==> config.mk <==
export PLATFORM = sky130hd
export DESIGN_NAME = bba_word_scan
export DESIGN_NICKNAME = d
export VERILOG_FILES = /design/src/hdl/bba_word_scan.sv
export SDC_FILE = /design/constraint.sdc
export NUM_CORES = 1
export LEC_CHECK = 0
export BUFFER_PORTS_ARGS = -buffer_cell sky130_fd_sc_hd__buf_2
export CORE_UTILIZATION = 40
export DETAILED_ROUTE_END_ITERATION = 10
export PLACE_DENSITY = 0.67
export SLEW_MARGIN = 20
export SYNTH_ARGS = -nofsm -noshare
export SYNTH_HDL_FRONTEND = slang
export SYNTH_SLANG_ARGS = --single-unit
==> constraint.sdc <==
create_clock -name vclk -period 2.35
set_input_delay 0.235 -clock vclk [all_inputs]
set_output_delay 0.235 -clock vclk [all_outputs]
set_load 0.02 [all_outputs]
==> src/hdl/bba_word_scan.sv <==
// lowest free bit of one bitmap word inside a bit window
module bba_word_scan #(
  parameter int unsigned WB = 32,
  parameter int unsigned SW = 5
) (
  input  logic [WB-1:0] word_i,
  input  logic [SW-1:0] lo_i,
  input  logic [SW-1:0] hi_i,
  input  logic          hi_en_i,
  output logic          hit_o,
  output logic [SW-1:0] idx_o
);

  logic [WB-1:0] cand;

  // free bits between the lower bound and, on the last word, the upper bound
  always_comb begin
    for (int j = 0; j < WB; j++) begin
      cand[j] = !word_i[j] && (SW'(j) >= lo_i) && (!hi_en_i || (SW'(j) <= hi_i));
    end
  end

  always_comb begin
    idx_o = '0;
    for (int j = WB - 1; j >= 0; j--) begin
      if (cand[j]) begin
        idx_o = SW'(j);
      end
    end
  end

  assign hit_o = |cand;

endmodule

======== Word-level counts from Yosys, hierarchy flattened ========
Cells that the tools add are included.
word-level totals
  register bits ........................... 0
  input bits .............................. 43
  output and inout bits ................... 6
  logic and storage cells ................. 226
cells by class
  magnitude comparators ................... 64
  mux-type cells .......................... 32
  reductions and logical operators ........ 130
operators by type and width
  kind                  number
  $mux W5               32
  $ge A5 B5 Y1 const A  16
  $le A5 B5 Y1 const A  16
  $logic_and A1 B1 Y1   64
  $ge A4 B5 Y1 const A  8
  $le A4 B5 Y1 const A  8
  $logic_not A1 Y1      33
  $logic_or A1 B1 Y1    32
  $reduce_or A32 Y1     1
  $ge A3 B5 Y1 const A  4
  $le A3 B5 Y1 const A  4
  $ge A1 B5 Y1 const A  2
  $ge A2 B5 Y1 const A  2
  $le A1 B5 Y1 const A  2
  $le A2 B5 Y1 const A  2

======== Depth between registers and ports, before layout ========
Gate-level depths: netlist of run 1.
  word-level depth ........................ 35
  mapped depth ............................ 9
  gate-level depth less buffers ........... 7

======== Least setup slack after synthesis of run 1 ========
No wires, ideal clock.
  path kind ............................... input -> output
  from .................................... input port lo_i[1]
  to ...................................... output port idx_o[0]
  arrival ................................. 2006 ps
  required time ........................... 2115 ps
  path slack .............................. 109 ps
  stages .................................. 7
  buffers on the path ..................... 1
  cells stage by stage .................... buf_2 or3_1 a221oi_2 inv_1 a31oi_1 o221ai_1 o32ai_1
on the way
  cells in the longest elaborated chain, start to end .. 35
  elaborated cells between the ends (all ways) .. 128
  those cells by class .................... order compare: 32; mux: 32; reduce/logical: 64
RTL lines
  element                            RTL line  RTL
  start: declaration                 7         input logic [SW-1:0] lo_i,
  $ge A5 B5 Y1                       19        cand[j] = !word_i[j] && (SW'(j) >= lo_i) && (!hi_en_i || (SW'(j) <= hi_i));
  $logic_and A1 B1 Y1 (2 in series)  19
  $mux W5 (31 in series)             26        if (cand[j]) begin
  $mux W5 *                          26
  end: declaration                   11        output logic [SW-1:0] idx_o
Mark *: on every way between the ends. The rest lies on a longest branch, timed or not.

======== Worst setup path in the final report of run 1 ========
Same ends and word-level chain as after synthesis.

==> flow_results.xml, run 1 <==
<?xml version="1.0" encoding="UTF-8"?>
<metrics>
  <group name="hold_path">
    <metric name="worst_hold_path_type" unit="">primary input to output pin</metric>
  </group>
  <group name="global_route">
    <metric name="met1_usage" unit="%">39.1</metric>
    <metric name="grtUsageMet2" unit="%">48.5</metric>
    <metric name="grtUsageMet3" unit="%">1.09</metric>
    <metric name="first_global_vias" unit="">1719</metric>
    <metric name="globalRouteOverflowTotal" unit="">0</metric>
    <metric name="grt_util_all_layers" unit="%">28.7</metric>
    <metric name="grt_antenna_before_repair" unit="">0</metric>
    <metric name="grt_start_max_net_pins" unit="">15</metric>
    <metric name="gr-max-usage-layer" unit="">met2</metric>
    <metric name="grt_first_pass_wirelength" unit="um">7910</metric>
  </group>
  <group name="power_and_ir_drop">
    <metric name="total_leakage_power" unit="nW">0.764</metric>
    <metric name="ir_worst_vdd" unit="mV">0.103</metric>
    <metric name="cellPowerDensity" unit="nW/um2">222</metric>
  </group>
  <group name="synthesis">
    <metric name="post-synth-top-area-cell" unit="">sky130_fd_sc_hd__nand2_1</metric>
    <metric name="synth_top_cells_by_area" unit="">sky130_fd_sc_hd__nand2_1 6.8%, sky130_fd_sc_hd__nor3_1 4.9%, sky130_fd_sc_hd__nor2_1 4.8%</metric>
    <metric name="synthDominantCellAreaShare" unit="%">6.79</metric>
    <metric name="yosys.cell_types.count" unit="">62</metric>
    <metric name="synth-seq-area-share" unit="%">0</metric>
    <metric name="yosys-top-cells-count" unit="">24 x sky130_fd_sc_hd__nand2_1, 17 x sky130_fd_sc_hd__nor2_1, 13 x sky130_fd_sc_hd__nor3_1</metric>
    <metric name="synthesis.nets" unit="">252</metric>
    <metric name="post_synth.cell_area_avg" unit="um2">6.35</metric>
    <metric name="synth.yosys.warnings" unit="">0</metric>
    <metric name="synth.most_common_cell" unit="">sky130_fd_sc_hd__nand2_1</metric>
    <metric name="post_synth_instance_area" unit="um2">1330</metric>
    <metric name="synthesis.instances" unit="">209</metric>
  </group>
  <group name="route">
    <metric name="vias_per_cell" unit="">6.21</metric>
    <metric name="drt_pre_antenna_iters" unit="">5</metric>
    <metric name="total_vias_in_the_final_route" unit="">1945</metric>
    <metric name="number_of_nets_with_antenna_violations_after_routing" unit="">0</metric>
    <metric name="drc_violations_left" unit="">0</metric>
    <metric name="drt_iter0_drc" unit="">214</metric>
    <metric name="wl" unit="um">5060</metric>
    <metric name="drt-wirelength-per-cell" unit="um">16.2</metric>
  </group>
  <group name="cells_and_area">
    <metric name="clockBufferCount" unit="">0</metric>
    <metric name="post-route-util" unit="%">59.5</metric>
    <metric name="post_route_cells_drive_above_1_share" unit="%">39.4</metric>
    <metric name="diodes" unit="">0</metric>
    <metric name="layout.sequential_cells" unit="">0</metric>
    <metric name="syn2layout_area_growth" unit="%">39.1</metric>
    <metric name="register_area" unit="um2">0</metric>
    <metric name="num-fill-cells" unit="">316</metric>
    <metric name="final_cell_count_without_fillers" unit="">313</metric>
    <metric name="multi_input_comb_area" unit="um2">1280</metric>
    <metric name="nets" unit="">314</metric>
  </group>
  <group name="floorplan">
    <metric name="core_region_area" unit="um2">3100</metric>
    <metric name="fp.dieH" unit="um">59.6</metric>
    <metric name="initial_core_util" unit="%">42.8</metric>
    <metric name="die_w" unit="um">59.6</metric>
    <metric name="die_outline_area" unit="um2">3550</metric>
    <metric name="floorplan.io_pins" unit="">49</metric>
    <metric name="core.rowCount" unit="">20</metric>
  </group>
  <group name="sta">
    <metric name="rsz_0062_raised_after_global_routing" unit="">yes</metric>
    <metric name="finalHoldViolations" unit="">0</metric>
    <metric name="worst_slew_margin_rel" unit="%">67.3</metric>
    <metric name="final_ws_setup" unit="ns">0.0525</metric>
    <metric name="worst_slew_pin_slew" unit="ns">0.478</metric>
    <metric name="finalCriticalPeriod" unit="ns">2.30</metric>
    <metric name="timing.final.max_slew_violations" unit="">0</metric>
    <metric name="timing.final.crit_share" unit="%">97.8</metric>
    <metric name="setup-violations-final" unit="">0</metric>
    <metric name="fmax" unit="GHz">0.435</metric>
  </group>
  <group name="worst_setup_path">
    <metric name="critical_path_required" unit="ns">2.12</metric>
    <metric name="critical_path.cell_chain" unit="">buf_4, or3_4, a221oi_4, inv_1, a31oi_2, o221ai_2, o32ai_2, buf_4</metric>
    <metric name="worst_path_largest_cell_delay" unit="ns">0.40</metric>
    <metric name="critical_path.endpoint_type" unit="">output pin</metric>
    <metric name="crit_arrival" unit="ns">2.06</metric>
    <metric name="critical_path_peak_fanout" unit="">12</metric>
    <metric name="buffers_and_inverters_on_the_worst_path" unit="">3</metric>
    <metric name="critical-path-slowest-cell" unit="">sky130_fd_sc_hd__or3_4</metric>
    <metric name="path_delay_family" unit="">compound AO/OA/AOI/OAI gates</metric>
    <metric name="worstSetupPathType" unit="">primary input to output pin</metric>
    <metric name="cpMostUsedCell" unit="">sky130_fd_sc_hd__buf_4</metric>
    <metric name="cp-start-kind" unit="">primary input</metric>
  </group>
  <group name="clock_tree">
    <metric name="post_cts_buffers" unit="">0</metric>
    <metric name="cts-resized-gates" unit="">0</metric>
    <metric name="cts_hold_buffers" unit="">0</metric>
  </group>
  <group name="placement">
    <metric name="dp_cells" unit="">313</metric>
    <metric name="port_buffers" unit="">49</metric>
    <metric name="dpl_worst_slack" unit="ns">0.0417</metric>
    <metric name="place_hpwl" unit="um">4080</metric>
    <metric name="globalplace.congestion" unit="">0.981</metric>
  </group>
  <group name="flow_run">
    <metric name="max_cap_violations" unit="">0</metric>
  </group>
  <group name="outcome">
    <metric name="run_status" unit="">finished, final reports clean</metric>
  </group>
</metrics>
## layer usage
layer | vias up | wire [um]
met3 | 16 | 393
met5 | - | 0
li1 | 930 | -
met1 | 881 | 2190
met4 | 0 | 157
met2 | 118 | 2310
## final cells by class
class	count	share of cell area (%)
repair buffers	78	26.8
well taps	44	2.98
inverters	4	0.813
multi-input cells	187	69.4
## layout by cell type, fill, tap and decap left out, types with 6 or more instances in the layout
cell,instances
sky130_fd_sc_hd__nor2b_1,6
sky130_fd_sc_hd__nor2_1,17
sky130_fd_sc_hd__nand2b_1,6
sky130_fd_sc_hd__nor3_1,11
sky130_fd_sc_hd__buf_4,30
sky130_fd_sc_hd__nand3_1,6
sky130_fd_sc_hd__buf_2,46
sky130_fd_sc_hd__o21ai_0,8
sky130_fd_sc_hd__a21oi_1,10
sky130_fd_sc_hd__nand2_1,24
## path summary, 6_finish.rpt
path / start / to / slack, ns / cells after the start
worst min-delay path: word_i[0] / idx_o[0] / 0.89 / 4
worst max-delay path: lo_i[1] / idx_o[0] / 0.05 / 8
## tightest hold or removal path: stages
cell	delay, ns
sky130_fd_sc_hd__buf_2	0.09
sky130_fd_sc_hd__nor3_2	0.06
sky130_fd_sc_hd__o32ai_2	0.11
sky130_fd_sc_hd__buf_4	0.17
## logic make-up (layout without fill, tap and decap cells)
group	after synthesis	after routing	share of synthesized area, %
and+or+nand+nor	97	97	38.2
AOI/OAI and AO/OA	89	89	52.0
buffers and inverters	22	82	9.05
adders and majority gates	1	1	0.754
## through the flow
stage	setup TNS, ns	power, mW	hold WS [ns]	instance area, um2
final	0	0.410	0.894	1850
after global routing	-0.0682	0.444	0.922	1850
after CTS	0	0.380	0.929	1770
after detailed placement	0	0.377	0.923	1770
after global placement	0	0.379	0.929	1770
after floorplan	0	0.237	0.803	1330
## power breakdown
| group | total (mW) | switching (mW) | internal (mW) |
|---|---|---|---|
| Combinational | 0.410 | 0.226 | 0.183 |
| Clock | 0 | 0 | 0 |
| Sequential | 0 | 0 | 0 |
| Total | 0.410 | 0.226 | 0.183 |
Power figures use the tool's default switching activity.
==> run 2, diff against run 1 <==
--- a/config.mk
+++ b/config.mk
@@ -9,6 +9,7 @@
 export CORE_UTILIZATION = 40
 export DETAILED_ROUTE_END_ITERATION = 10
 export PLACE_DENSITY = 0.67
+export RECOVER_POWER = 25
 export SLEW_MARGIN = 20
 export SYNTH_ARGS = -nofsm -noshare
 export SYNTH_HDL_FRONTEND = slang
==> flow_results.xml, run 2 (synthesis gave the netlist of run 1 again) <==
<?xml version="1.0" encoding="UTF-8"?>
<metrics>
  <group name="sta">
    <metric name="worst_slew_pin_slew" unit="ns">0.514</metric>
    <metric name="finalCriticalPeriod" unit="ns">2.28</metric>
    <metric name="setup-violations-final" unit="">0</metric>
    <metric name="rsz_0062_raised_after_global_routing" unit="">yes</metric>
    <metric name="worst_slew_margin_rel" unit="%">65.6</metric>
    <metric name="fmax" unit="GHz">0.439</metric>
    <metric name="timing.final.crit_share" unit="%">97.0</metric>
    <metric name="finalHoldViolations" unit="">0</metric>
    <metric name="timing.final.max_slew_violations" unit="">0</metric>
  </group>
  <group name="worst_setup_path">
    <metric name="critical_path_peak_fanout" unit="">12</metric>
    <metric name="cp-start-kind" unit="">primary input</metric>
    <metric name="critical_path.cell_chain" unit="">buf_4, or3_4, a221oi_4, inv_1, a31oi_2, o221ai_2, o32ai_2, buf_4</metric>
    <metric name="buffers_and_inverters_on_the_worst_path" unit="">3</metric>
    <metric name="timing.critical_path.to" unit="">idx_o[0]</metric>
    <metric name="worst_path_largest_cell_delay" unit="ns">0.40</metric>
    <metric name="worstSetupPathType" unit="">primary input to output pin</metric>
    <metric name="critical-path-slowest-cell" unit="">sky130_fd_sc_hd__or3_4</metric>
    <metric name="critical_path_required" unit="ns">2.12</metric>
    <metric name="path_delay_family" unit="">compound AO/OA/AOI/OAI gates</metric>
    <metric name="critical_path.endpoint_type" unit="">output pin</metric>
    <metric name="cp.depth" unit="">8</metric>
    <metric name="worstSetupStartpoint" unit="">lo_i[1]</metric>
    <metric name="cpMostUsedCell" unit="">sky130_fd_sc_hd__buf_4</metric>
    <metric name="crit_arrival" unit="ns">2.05</metric>
  </group>
  <group name="power_and_ir_drop">
    <metric name="power" unit="mW">0.409</metric>
    <metric name="ir_worst_vdd" unit="mV">0.102</metric>
    <metric name="clockPowerShare" unit="%">0</metric>
    <metric name="fraction_of_power_spent_switching_nets" unit="%">55.2</metric>
    <metric name="total_leakage_power" unit="nW">0.764</metric>
    <metric name="cellPowerDensity" unit="nW/um2">221</metric>
    <metric name="netSwitchingPower" unit="mW">0.226</metric>
    <metric name="combPwrFrac" unit="%">100.0</metric>
    <metric name="internal_power" unit="mW">0.183</metric>
    <metric name="power.sequential.fraction" unit="%">0</metric>
  </group>
  <group name="cells_and_area">
    <metric name="num-fill-cells" unit="">316</metric>
    <metric name="register_area" unit="um2">0</metric>
    <metric name="nets" unit="">314</metric>
    <metric name="layout.sequential_cells" unit="">0</metric>
    <metric name="final_common_cell" unit="">sky130_fd_sc_hd__buf_2</metric>
    <metric name="most-common-layout-cells" unit="">45 x sky130_fd_sc_hd__buf_2, 30 x sky130_fd_sc_hd__buf_4, 24 x sky130_fd_sc_hd__nand2_1, 17 x sky130_fd_sc_hd__nor2_1, 11 x sky130_fd_sc_hd__nor3_1</metric>
    <metric name="post_route_cells_drive_above_1_share" unit="%">39.4</metric>
    <metric name="clockBufferCount" unit="">0</metric>
    <metric name="syn2layout_area_growth" unit="%">39.1</metric>
    <metric name="diodes" unit="">0</metric>
    <metric name="multi_input_comb_area" unit="um2">1280</metric>
    <metric name="post-route-cell-area" unit="um2">1850</metric>
  </group>
  <group name="floorplan">
    <metric name="core_region_area" unit="um2">3100</metric>
    <metric name="core.rowCount" unit="">20</metric>
    <metric name="die_w" unit="um">59.6</metric>
    <metric name="initial_core_util" unit="%">42.8</metric>
    <metric name="die_outline_area" unit="um2">3550</metric>
    <metric name="fp.dieH" unit="um">59.6</metric>
    <metric name="floorplan.io_pins" unit="">49</metric>
  </group>
  <group name="global_route">
    <metric name="globalRouteOverflowTotal" unit="">0</metric>
    <metric name="first_global_vias" unit="">1719</metric>
    <metric name="grt_first_pass_wirelength" unit="um">7910</metric>
    <metric name="grt_antenna_before_repair" unit="">0</metric>
    <metric name="grt_util_all_layers" unit="%">28.7</metric>
    <metric name="grt_start_max_net_pins" unit="">15</metric>
  </group>
  <group name="route">
    <metric name="wl" unit="um">5040</metric>
    <metric name="drt_pre_antenna_iters" unit="">5</metric>
    <metric name="number_of_nets_with_antenna_violations_after_routing" unit="">0</metric>
    <metric name="total_vias_in_the_final_route" unit="">1931</metric>
    <metric name="drt_iter0_drc" unit="">167</metric>
    <metric name="vias_per_cell" unit="">6.17</metric>
    <metric name="drc_violations_left" unit="">0</metric>
    <metric name="drt-wirelength-per-cell" unit="um">16.1</metric>
  </group>
  <group name="clock_tree">
    <metric name="cts_hold_buffers" unit="">0</metric>
    <metric name="post_cts_buffers" unit="">0</metric>
  </group>
  <group name="placement">
    <metric name="port_buffers" unit="">49</metric>
    <metric name="place_hpwl" unit="um">4080</metric>
    <metric name="dpl-instance-area" unit="um2">1770</metric>
    <metric name="globalplace.congestion" unit="">0.981</metric>
  </group>
  <group name="outcome">
    <metric name="run_status" unit="">finished, final reports clean</metric>
  </group>
  <group name="hold_path">
    <metric name="worst_hold_path_type" unit="">primary input to output pin</metric>
  </group>
  <group name="flow_run">
    <metric name="max_cap_violations" unit="">0</metric>
  </group>
</metrics>
## run 2: cell types whose count changed in the layout (fill, tap and decap cells not counted), sizes merged
| cell | change |
|---|---|
| buf | -1 |
| clkbuf | +1 |
## run 2: how the worst min path moves through the flow
stage                    start        to  slack (ns)  cells after the start
detailed placement   word_i[0]  idx_o[0]        0.92                      4
floorplan           word_i[15]  idx_o[0]        0.80                      3
CTS                  word_i[0]  idx_o[0]        0.93                      4
global route         word_i[0]  idx_o[0]        0.92                      4
finish               word_i[0]  idx_o[0]        0.89                      4
global placement     word_i[0]  idx_o[0]        0.93                      4
## run 2: cell type report
cell class,instances,area share [%]
timing repair buffer,78,26.8
multi-input combinational,187,69.4
tap,44,2.98
inverter,4,0.813
## run 2: per-layer routing
metal	GRT usage (%)	vias to the layer above	routed length (um)
li1	-	931	-
met4	8.97	0	119
met1	39.1	877	2180
met5	0	-	0
met2	48.5	112	2350
met3	1.09	11	390
## run 2: tightest hold or removal path, stage by stage
cell and delay [ns]:
sky130_fd_sc_hd__buf_2 0.09, sky130_fd_sc_hd__nor3_2 0.06, sky130_fd_sc_hd__o32ai_2 0.10, sky130_fd_sc_hd__buf_4 0.17
## run 2: stage by stage
step	util, %	setup WS [ns]	instances	hold WS [ns]	TNS, ns
after floorplan	-	0.109	209	0.803	0
after global placement	56.9	0.0233	313	0.929	0
after detailed placement	56.9	0.0417	313	0.923	0
after CTS	56.9	0.0275	313	0.929	0
after global routing	59.5	-0.0682	313	0.922	-0.0682
final	59.5	0.0698	313	0.887	0
## run 2: power by group through the flow
stage	clock (mW)	combinational, mW	sequential (mW)
6_report	0	0.409	0
5_1_grt	0	0.444	0
4_1_cts	0	0.380	0
3_5_place_dp	0	0.377	0
3_3_place_gp	0	0.379	0
2_1_floorplan	0	0.237	0
## run 2: timing repair
item	in CTS	in global routing
endpoints found under the setup margin	0	6
resized for setup	0	20
endpoints found under the hold margin	0	0
